==> config.mk <==
export PLATFORM = sky130hd
export DESIGN_NAME = utf8_six_byte_stream_decoder
export DESIGN_NICKNAME = d
export VERILOG_FILES = /design/src/sv/utf8sd_pkg.sv /design/src/sv/utf8sd_step.sv /design/src/sv/utf8_six_byte_stream_decoder.sv
export SDC_FILE = /design/constraint.sdc
export NUM_CORES = 1
export LEC_CHECK = 0
export BUFFER_PORTS_ARGS = -buffer_cell sky130_fd_sc_hd__buf_2
export CAP_MARGIN = 40
export CORE_MARGIN = 2
export CORE_UTILIZATION = 30
export CTS_CLUSTER_DIAMETER = 80
export DETAILED_ROUTE_END_ITERATION = 7
export PLACE_DENSITY = 0.52
export SLEW_MARGIN = 15
export SYNTH_ARGS = -nofsm -noshare
export SYNTH_HDL_FRONTEND = slang
export SYNTH_SLANG_ARGS = --single-unit
==> constraint.sdc <==
create_clock -name clk -period 3.8 [get_ports clk]
set_clock_uncertainty 0.15 [all_clocks]
set_input_delay 0.19 -clock clk [delete_from_list [all_inputs] [get_ports clk]]
set_output_delay 0.19 -clock clk [all_outputs]
set_load 0.05 [all_outputs]
==> src/sv/utf8sd_pkg.sv <==
// Shared types and constants for the six-byte UTF-8 stream decoder.
// No dependencies.
package utf8sd_pkg;

  localparam logic [1:0] ST_OK     = 2'd0;
  localparam logic [1:0] ST_LIMIT  = 2'd1;
  localparam logic [1:0] ST_FAILED = 2'd2;
  localparam logic [1:0] ST_SHORT  = 2'd3;

  localparam logic [7:0] LEAD_SIX     = 8'b11111100;
  localparam logic [7:0] LEAD_FIVE    = 8'b11111000;
  localparam logic [7:0] LEAD_FOUR    = 8'b11110000;
  localparam logic [7:0] LEAD_THREE   = 8'b11100000;
  localparam logic [7:0] BAD_LEAD_MIN = 8'b11111110;
  localparam logic [1:0] CONT_TAG     = 2'b10;

  typedef struct packed {
    logic [30:0] acc;
    logic [2:0]  rem;
    logic        bad;
    logic        halted;
    logic [15:0] emitted;
  } dec_state_t;

  typedef struct packed {
    logic        valid;
    logic [30:0] code_point;
    logic [1:0]  status;
    logic [15:0] start_offset;
    logic        stream_end;
  } dec_result_t;

endpackage

==> src/sv/utf8sd_step.sv <==
// Per-byte decode step: next stream state and optional result for one byte.
// Depends on utf8sd_pkg.
module utf8sd_step
  import utf8sd_pkg::*;
#(
  parameter int OFFSET_BITS = 16
) (
  input  dec_state_t             cur,
  input  logic [OFFSET_BITS-1:0] byte_index,
  input  logic [OFFSET_BITS-1:0] seq_start,
  input  logic [7:0]             in_byte,
  input  logic                   end_of_stream,
  input  logic [15:0]            max_code_points,
  output dec_state_t             nxt,
  output logic [OFFSET_BITS-1:0] byte_index_next,
  output logic [OFFSET_BITS-1:0] seq_start_next,
  output dec_result_t            res
);

  logic        fin;
  logic        have_cp;
  logic [1:0]  st;
  logic [30:0] cp;
  logic [30:0] acc_sh;
  logic        bad_n;
  logic [2:0]  rem_n;
  logic [15:0] cnt;
  logic [31:0] seq_wide;

  assign acc_sh = {cur.acc[24:0], in_byte[5:0]};
  assign bad_n  = cur.bad | (in_byte[7:6] != CONT_TAG);
  assign rem_n  = cur.rem - 3'd1;
  assign cnt    = cur.emitted + 16'd1;

  always_comb begin
    nxt             = cur;
    byte_index_next = byte_index + OFFSET_BITS'(1);
    seq_start_next  = seq_start;
    fin             = 1'b0;
    have_cp         = 1'b0;
    st              = ST_OK;
    cp              = '0;
    if (!cur.halted) begin
      if (cur.rem == 3'd0) begin
        seq_start_next = byte_index;
        if (!in_byte[7]) begin
          cp      = {23'd0, in_byte};
          have_cp = 1'b1;
          fin     = 1'b1;
        end else if (in_byte[7:6] == CONT_TAG || in_byte >= BAD_LEAD_MIN) begin
          st  = ST_FAILED;
          fin = 1'b1;
        end else begin
          nxt.bad = 1'b0;
          if (in_byte >= LEAD_SIX) begin
            nxt.acc = {30'd0, in_byte[0]};
            nxt.rem = 3'd5;
          end else if (in_byte >= LEAD_FIVE) begin
            nxt.acc = {29'd0, in_byte[1:0]};
            nxt.rem = 3'd4;
          end else if (in_byte >= LEAD_FOUR) begin
            nxt.acc = {28'd0, in_byte[2:0]};
            nxt.rem = 3'd3;
          end else if (in_byte >= LEAD_THREE) begin
            nxt.acc = {27'd0, in_byte[3:0]};
            nxt.rem = 3'd2;
          end else begin
            nxt.acc = {26'd0, in_byte[4:0]};
            nxt.rem = 3'd1;
          end
          if (end_of_stream) begin
            nxt.rem = 3'd0;
            st      = ST_SHORT;
            fin     = 1'b1;
          end
        end
      end else begin
        nxt.bad = bad_n;
        nxt.acc = acc_sh;
        nxt.rem = rem_n;
        if (rem_n == 3'd0) begin
          fin = 1'b1;
          if (bad_n) begin
            st = ST_FAILED;
          end else begin
            cp      = acc_sh;
            have_cp = 1'b1;
          end
        end else if (end_of_stream) begin
          st      = ST_SHORT;
          fin     = 1'b1;
          nxt.rem = 3'd0;
        end
      end
      if (have_cp) begin
        nxt.emitted = cnt;
        if (max_code_points != 16'd0 && cnt >= max_code_points) begin
          st = ST_LIMIT;
        end
      end
      if (fin && st != ST_OK) begin
        nxt.halted = 1'b1;
      end
    end
    if (end_of_stream) begin
      nxt             = '0;
      byte_index_next = '0;
    end
  end

  assign seq_wide = 32'(seq_start_next);

  always_comb begin
    res.valid        = fin;
    res.code_point   = cp;
    res.status       = st;
    res.start_offset = seq_wide[15:0];
    res.stream_end   = end_of_stream || (st != ST_OK);
  end

endmodule

==> src/sv/utf8_six_byte_stream_decoder.sv <==
// Top level of the six-byte UTF-8 stream decoder: input register, decode step,
// result register. Depends on utf8sd_pkg and utf8sd_step.
//
// Input channel: in_valid / in_stall with in_byte and end_of_stream; one byte
// per beat. Output channel: out_valid / out_stall with code_point, status,
// start_offset and stream_end; zero or one result beat per input byte.
// max_code_points is written through cfg_valid / cfg_ready (always ready) and
// applies to the following bytes. The user must write it only while the block
// is idle; the block itself does not enforce this. Throughput: one byte per
// cycle unless out_stall holds a pending result; the state update (shift-and-OR
// of the accumulator) between the input and result registers is combinational.
// When out_stall holds a pending result, the pipeline freezes and in_stall
// rises once the input register is full; nothing is dropped.
// rst (synchronous) clears the stream state, the pipeline and the limit register.
// Bytes after a failure or the limit produce no result up to and including the
// end-of-stream byte, which then resets the stream state.
module utf8_six_byte_stream_decoder
  import utf8sd_pkg::*;
#(
  parameter int OFFSET_BITS = 16
) (
  input  logic        clk,
  input  logic        rst,
  input  logic        in_valid,
  output logic        in_stall,
  input  logic [7:0]  in_byte,
  input  logic        end_of_stream,
  output logic        out_valid,
  input  logic        out_stall,
  output logic [30:0] code_point,
  output logic [1:0]  status,
  output logic [15:0] start_offset,
  output logic        stream_end,
  input  logic        cfg_valid,
  output logic        cfg_ready,
  input  logic [15:0] max_code_points
);

  logic                   in_q_valid;
  logic [7:0]             in_q_byte;
  logic                   in_q_eos;
  logic                   advance;
  logic [15:0]            max_reg;

  dec_state_t             state;
  dec_state_t             state_next;
  logic [OFFSET_BITS-1:0] byte_index;
  logic [OFFSET_BITS-1:0] byte_index_next;
  logic [OFFSET_BITS-1:0] seq_start;
  logic [OFFSET_BITS-1:0] seq_start_next;
  dec_result_t            step_res;

  assign advance   = !out_valid || !out_stall;
  assign in_stall  = in_q_valid && !advance;
  assign cfg_ready = 1'b1;

  always_ff @(posedge clk) begin
    if (rst) begin
      max_reg <= '0;
    end else if (cfg_valid && cfg_ready) begin
      max_reg <= max_code_points;
    end
  end

  always_ff @(posedge clk) begin
    if (rst) begin
      in_q_valid <= 1'b0;
    end else if (!in_stall) begin
      in_q_valid <= in_valid;
    end
  end

  always_ff @(posedge clk) begin
    if (in_valid && !in_stall) begin
      in_q_byte <= in_byte;
      in_q_eos  <= end_of_stream;
    end
  end

  utf8sd_step #(
    .OFFSET_BITS(OFFSET_BITS)
  ) u_step (
    .cur             (state),
    .byte_index      (byte_index),
    .seq_start       (seq_start),
    .in_byte         (in_q_byte),
    .end_of_stream   (in_q_eos),
    .max_code_points (max_reg),
    .nxt             (state_next),
    .byte_index_next (byte_index_next),
    .seq_start_next  (seq_start_next),
    .res             (step_res)
  );

  always_ff @(posedge clk) begin
    if (rst) begin
      state      <= '0;
      byte_index <= '0;
      seq_start  <= '0;
    end else if (in_q_valid && advance) begin
      state      <= state_next;
      byte_index <= byte_index_next;
      seq_start  <= in_q_eos ? '0 : seq_start_next;
    end
  end

  always_ff @(posedge clk) begin
    if (rst) begin
      out_valid <= 1'b0;
    end else if (advance) begin
      out_valid <= in_q_valid && step_res.valid;
    end
  end

  always_ff @(posedge clk) begin
    if (advance && in_q_valid && step_res.valid) begin
      code_point   <= step_res.code_point;
      status       <= step_res.status;
      start_offset <= step_res.start_offset;
      stream_end   <= step_res.stream_end;
    end
  end

endmodule
==> run_results.csv, run 1 <==
group,metric,value,unit
sta,period_needed,3.24,ns
sta,drv_slew,0,
final_layout,drive_gt1_share,18.3,%
worst_setup_path,r2r_end,"stream_end",
route,drt_iter0_markers,337,
sta,maxClockFrequency,308,MHz
route,avgViaCountPerCell,4.60,
final_layout,diodes,0,
synthesis,seq_area_frac_synth,52.6,%
global_routing,grt_overflow,0,
global_routing,antenna_found_initial,0,
final_layout,layout_commonest_cell,"dfxtp_1",
route,drc_errors,0,
final_layout,multi_input_area,3110,um^2
clock_network,htreeDepth,4,
hold_path,whs_endpoint,"max_reg[5]",
synthesis,synth-seq-cells,155,
route,drtAntennaViolNets,0,
worst_setup_path,reg2reg_depth,10,
synthesis,synthArstFlopShare,0,%
pwr,power.density,451,nW/um^2
synthesis,yosys_warnings,0,
clock_network,path_clk_slew,0.07,ns
clock_network,root_buffer,"clkbuf_16",
floorplanning,fp.dieW,157,um
placement,dpl.hpwl,11.0,mm
final_layout,final_cell_mix,"96 x dfxtp_1, 81 x buf_2, 71 x nor2_1, 59 x edfxtp_1, 45 x nand2_1",
sta,setup_viol,0,
sta,worst_pin_slew,0.866,ns
sta,relSlewSlack,42.3,%
hold_path,worstHoldStart,"cfg_valid",
sta,hold_ws,0.163,ns
synthesis,synth_area_leaders,"dfxtp_1 27%, edfxtp_1 25%, mux2i_1 5.4%",
placement,gp_congestion,0.811,
global_routing,grt_pass1_vias,4984,
worst_setup_path,cp-end-kind,"flip-flop",
floorplanning,io_pins,83,
worst_setup_path,criticalPathCategory,"reg -> reg",
outcome,status,"finished, final reports clean",
placement,dp.cells,1067,
sta,hold_viol_final,0,
final_layout,regMostFlops,"state",
worst_setup_path,critPathMaxStageDelay,0.51,ns
global_routing,grt_pass1_wl,26.7,mm
hold_path,hold_depth,3,
placement,dpl-instance-area,7830,um^2
route,wl,16.3,mm
flow_run,maxCapViolCount,0,
final_layout,nFillCells,2340,
synthesis,synth.avg_cell_area,10.2,um^2
final_layout,instances_no_fill,1126,
global_routing,groute.usage.overall,13.8,%
synthesis,syn-cell-area,7030,um^2
sta,fin_setup_tns,0,ns
synthesis,ys_types,57,
synthesis,ys_dominant_reg_cell,"dfxtp_1",
final_layout,reg.largest.list,"state x46, code_point x31",
clock_network,insertion_delay,0.42,ns
sta,final.period_utilization,85.4,%
final_layout,largest_reg_flops,46,
worst_setup_path,crit_chain,"nand3_2, nor4_4, nand3_1, xnor2_1, ha_1, and4_1, nand2_1, or4_1, a31o_2, o21ai_0",
worst_setup_path,cp.arrival,3.35,ns
final_layout,nets,845,
floorplanning,fp.dieH,157,um
clock_network,cts_buffer_depth,2,
clock_network,numCtsBuffers,17,
global_routing,grt_max_degree,49,
hold_path,worstHoldPathType,"in -> reg",
synthesis,postSynthNetCount,737,
worst_setup_path,reg2reg_slack,0.56,ns
worst_setup_path,worstPathRequired,3.90,ns
placement,io_buffers,81,
floorplanning,dieArea,24700,um^2
floorplanning,num_rows,56,
worst_setup_path,cp_max_fo,7,
synthesis,postSynthCellCount,686,
pwr,worst_ir_drop_vdd,261,uV
final_layout,synthToLayoutAreaGrowth,23.7,%
pwr,power_leakage,3.32,nW
synthesis,synth.largest_area_cell,"dfxtp_1",
sta,rsz0062_at_grt,"no",
clock_network,clock_sinks,155,
worst_setup_path,r2r-start,"state[2]",
route,dr_total_vias,5183,
worst_setup_path,start_kind,"flip-flop",
route,drt_first_pass_iters,4,
floorplanning,start_util,30.2,%
final_layout,ff_latch_area,3690,um^2
synthesis,synth_top_area_share,27.4,%
final_layout,post-route-cell-area,8690,um^2
clock_network,tritoncts,"done",
worst_setup_path,cp_slowest_cell,"nor4_4",
worst_setup_path,crit_path_start,"state[2]",
route,post_drt_wl_per_cell,14.5,um
synthesis,synth_edf_count,59,
floorplanning,core,23300,um^2
==> cell usage after synthesis, types with 7 or more instances <==
| library cell | n |
|---|---|
| mux2_2 | 16 |
| nand2_1 | 45 |
| xor2_1 | 13 |
| a22oi_1 | 16 |
| mux2i_1 | 38 |
| xnor2_1 | 13 |
| edfxtp_1 | 59 |
| nand3_1 | 16 |
| nand2b_1 | 28 |
| o21ai_0 | 31 |
| a21oi_1 | 31 |
| dfxtp_1 | 96 |
| ha_1 | 21 |
| nor3_1 | 14 |
| and3_1 | 7 |
| inv_1 | 28 |
| clkbuf_1 | 23 |
| nand3b_1 | 11 |
| a31oi_1 | 7 |
| nor2_1 | 72 |
| and2_1 | 30 |
| buf_2 | 7 |
==> metal layers <==
metal | GRT usage (%) | up-vias | share of wire, %
li1 | - | 2662 | -
met1 | 19.3 | 2425 | 50
met2 | 21.2 | 90 | 46
met3 | 2.89 | 6 | 3.1
met4 | 4.68 | 0 | 0.68
met5 | 0 | - | 0
==> final cells by class <==
| type | instances | share of cell area [%] |
|---|---|---|
| repair buffers | 122 | 9.13 |
| clock inverters | 15 | 1.87 |
| clock buffers | 17 | 4.90 |
| flip-flops and latches | 155 | 42.5 |
| inverters | 28 | 1.21 |
| multi-input cells | 470 | 35.8 |
| well taps | 319 | 4.59 |
==> power breakdown <==
part	internal, mW	leakage, nW	total (mW)	switching, mW
Clock	0.980	0.277	1.70	0.723
Combinational	0.130	1.71	0.406	0.276
Sequential	1.78	1.34	1.81	0.0323
Total	2.89	3.32	3.92	1.03
==> worst max-delay path: cells and delay by family, from the launching register on <==
family	cells	cell delay, ns
flops	1	0.42
compound gates	2	0.42
xor+xnor	1	0.16
simple gates	6	1.64
fa+ha+maj	1	0.30
==> logic make-up (layout without fill, tap and decap cells) <==
group	Yosys count	in the layout	share of synthesized area [%]
AO/OA/AOI/OAI	112	112	10.0
buffers and inverters	61	182	3.44
adder cells (fa/ha/maj)	21	21	3.74
other	1	1	0.0534
flip-flops	155	155	52.6
multiplexers	54	54	7.98
XOR/XNOR	26	26	3.24
AND/OR/NAND/NOR	256	256	19.0
==> metrics by stage <==
stage / util (%) / power [mW] / worst slack [ns]
6_report: 37.4 / 3.92 / 0.556
5_1_grt: 37.4 / 4.09 / 0.355
4_1_cts: 37.4 / 3.98 / 0.515
3_5_place_dp: 33.7 / 2.23 / 0.534
3_3_place_gp: 33.6 / 2.23 / 0.626
2_1_floorplan: - / 2.12 / 0.603
==> worst max-delay path by stage <==
stage | to | depth (start not counted)
after floorplan | stream_end | 12
after global placement | stream_end | 10
after detailed placement | stream_end | 13
after CTS | stream_end | 10
after global routing | stream_end | 13
final | stream_end | 10
==> repair_timing <==
item,in CTS,in global routing
endpoints found under the setup margin,0,0
endpoints found under the hold margin,27,0
hold buffers,27,0
gates resized for setup,0,0
buffers inserted,0,0
(Power assumes the default switching activity.)
==> run 2: changes to the inputs <==
- RECOVER_POWER: default -> 100
==> run 2 against run 1 <==
Against the previous run:
- clock power about the same
- sequential cell count unchanged
- sequential power about the same
- setup slack worse by 0.046 ns
- sequential share of layout area up 0.53 points
- die area unchanged
- final cell count unchanged
- non-clock buffer count unchanged
- critical path depth down 3
- global-route usage unchanged
- first-iteration DRC count down 2.4%
- critical endpoint is now code_point[26]
==> run_results.csv, run 2 (synthesized netlist as in run 1, its figures left out) <==
group,metric,value,unit
sta,hold_ws,0.164,ns
global_routing,grt_overflow,0,
worst_setup_path,crit_path_start,"out_stall",
clock_network,post_cts_buffers,0,
global_routing,groute.usage.overall,13.8,%
worst_setup_path,reg2reg_depth,13,
clock_network,clock_sinks,155,
route,avgViaCountPerCell,4.60,
clock_network,numCtsBuffers,17,
sta,drv_slew,0,
floorplanning,fp.dieH,157,um
final_layout,final_cell_mix,"96 x dfxtp_1, 72 x nor2_1, 65 x clkbuf_1, 59 x edfxtp_1, 45 x nand2_1",
floorplanning,core,23300,um^2
global_routing,antenna_found_initial,0,
final_layout,nFillCells,2364,
final_layout,nets,845,
global_routing,grt_pass1_wl,26.7,mm
clock_network,path_clk_slew,0.07,ns
floorplanning,num_rows,56,
floorplanning,fp.dieW,157,um
clock_network,cts_buffer_depth,2,
sta,final.period_utilization,86.6,%
clock_network,tritoncts,"done",
sta,maxClockFrequency,304,MHz
final_layout,utilization,36.9,%
route,wl,16.2,mm
floorplanning,start_util,30.2,%
sta,fin_setup_tns,0,ns
route,drt_first_pass_iters,4,
hold_path,hold_depth,3,
worst_setup_path,r2r-start,"state[0]",
clock_network,root_buffer,"clkbuf_16",
worst_setup_path,cp_max_fo,38,
clock_network,insertion_delay,0.41,ns
global_routing,grt_pass1_vias,4984,
route,post_drt_wl_per_cell,14.4,um
sta,setup_viol,0,
final_layout,reg.largest.list,"state x46, code_point x31",
pwr,power_leakage,3.12,nW
sta,period_needed,3.29,ns
floorplanning,io_pins,83,
final_layout,instances_no_fill,1126,
route,drtAntennaViolNets,0,
worst_setup_path,criticalPathCategory,"in -> reg",
placement,dpl.hpwl,11.0,mm
sta,hold_viol_final,0,
sta,worst_pin_slew,1.26,ns
placement,gp_congestion,0.811,
final_layout,diodes,0,
global_routing,grt_max_degree,49,
flow_run,maxCapViolCount,0,
worst_setup_path,worstPathRequired,3.75,ns
worst_setup_path,cp.arrival,3.24,ns
final_layout,drive_gt1_share,8.67,%
route,drc_errors,0,
worst_setup_path,crit_path_end,"code_point[26]",
worst_setup_path,reg2reg_slack,0.55,ns
clock_network,post_cts_resized,0,
hold_path,worstHoldPathType,"in -> reg",
sta,relSlewSlack,15.7,%
route,drt_iter0_markers,329,
pwr,worst_ir_drop_vdd,260,uV
placement,dp.cells,1067,
clock_network,htreeDepth,4,
sta,rsz0062_at_grt,"no",
final_layout,layout_commonest_cell,"dfxtp_1",
route,dr_total_vias,5180,
final_layout,synthToLayoutAreaGrowth,22.2,%
pwr,power.density,455,nW/um^2
final_layout,regMostFlops,"state",
worst_setup_path,cp-end-kind,"flip-flop",
floorplanning,dieArea,24700,um^2
outcome,status,"finished, final reports clean",
placement,io_buffers,81,
worst_setup_path,start_kind,"primary input",
worst_setup_path,r2r_end,"stream_end",
final_layout,largest_reg_flops,46,
-- run 2: repair_timing --
action,in CTS,in global routing
hold endpoints to repair,27,0
endpoints found under the setup margin,0,0
hold buffers,27,0
-- run 2: layout make-up --
cell class              count  area (um^2)  area share, %
clock buffers              17          425           4.96
clock inverters            15          163           1.90
inverters                  28          105           1.22
multi-input cells         470         3100           36.2
flip-flops and latches    155         3690           43.0
well taps                 319          399           4.65
repair buffers            122          694           8.09
-- run 2: metal layers --
layer	global-route usage, %	routed length, um
met4	4.68	212
met1	19.3	8050
met3	2.89	656
met5	0	0
met2	21.2	7320
-- run 2: power breakdown --
group          total, mW  switching [mW]  internal, mW
Sequential          1.81          0.0330          1.78
Clock               1.70           0.721         0.980
Combinational      0.391           0.275         0.116
-- run 2: worst min path at each step --
stage / from / to / slack [ns]
CTS: cfg_valid / max_reg[5] / 0.15
global placement: in_byte[5] / in_q_byte[5] / 0.22
finish: cfg_valid / max_reg[7] / 0.16
global route: cfg_valid / max_reg[7] / 0.18
floorplan: in_byte[0] / in_q_byte[0] / 0.14
detailed placement: in_byte[1] / in_q_byte[1] / 0.22
-- run 2: per-stage QoR --
step	power (mW)	instance area [um^2]	worst slack [ns]
after detailed placement	2.23	7830	0.534
final	3.90	8580	0.510
after CTS	3.98	8690	0.515
after floorplan	2.12	7030	0.603
after global routing	4.08	8580	0.229
after global placement	2.23	7820	0.626
-- run 2: critical path, cell delays in order --
cell and delay [ns]:
dlygate4sd3_1 0.54, clkbuf_1 0.16, a21boi_0 0.60, o311ai_0 0.26
clkbuf_1 0.18, nor2_1 0.95, buf_12 0.32
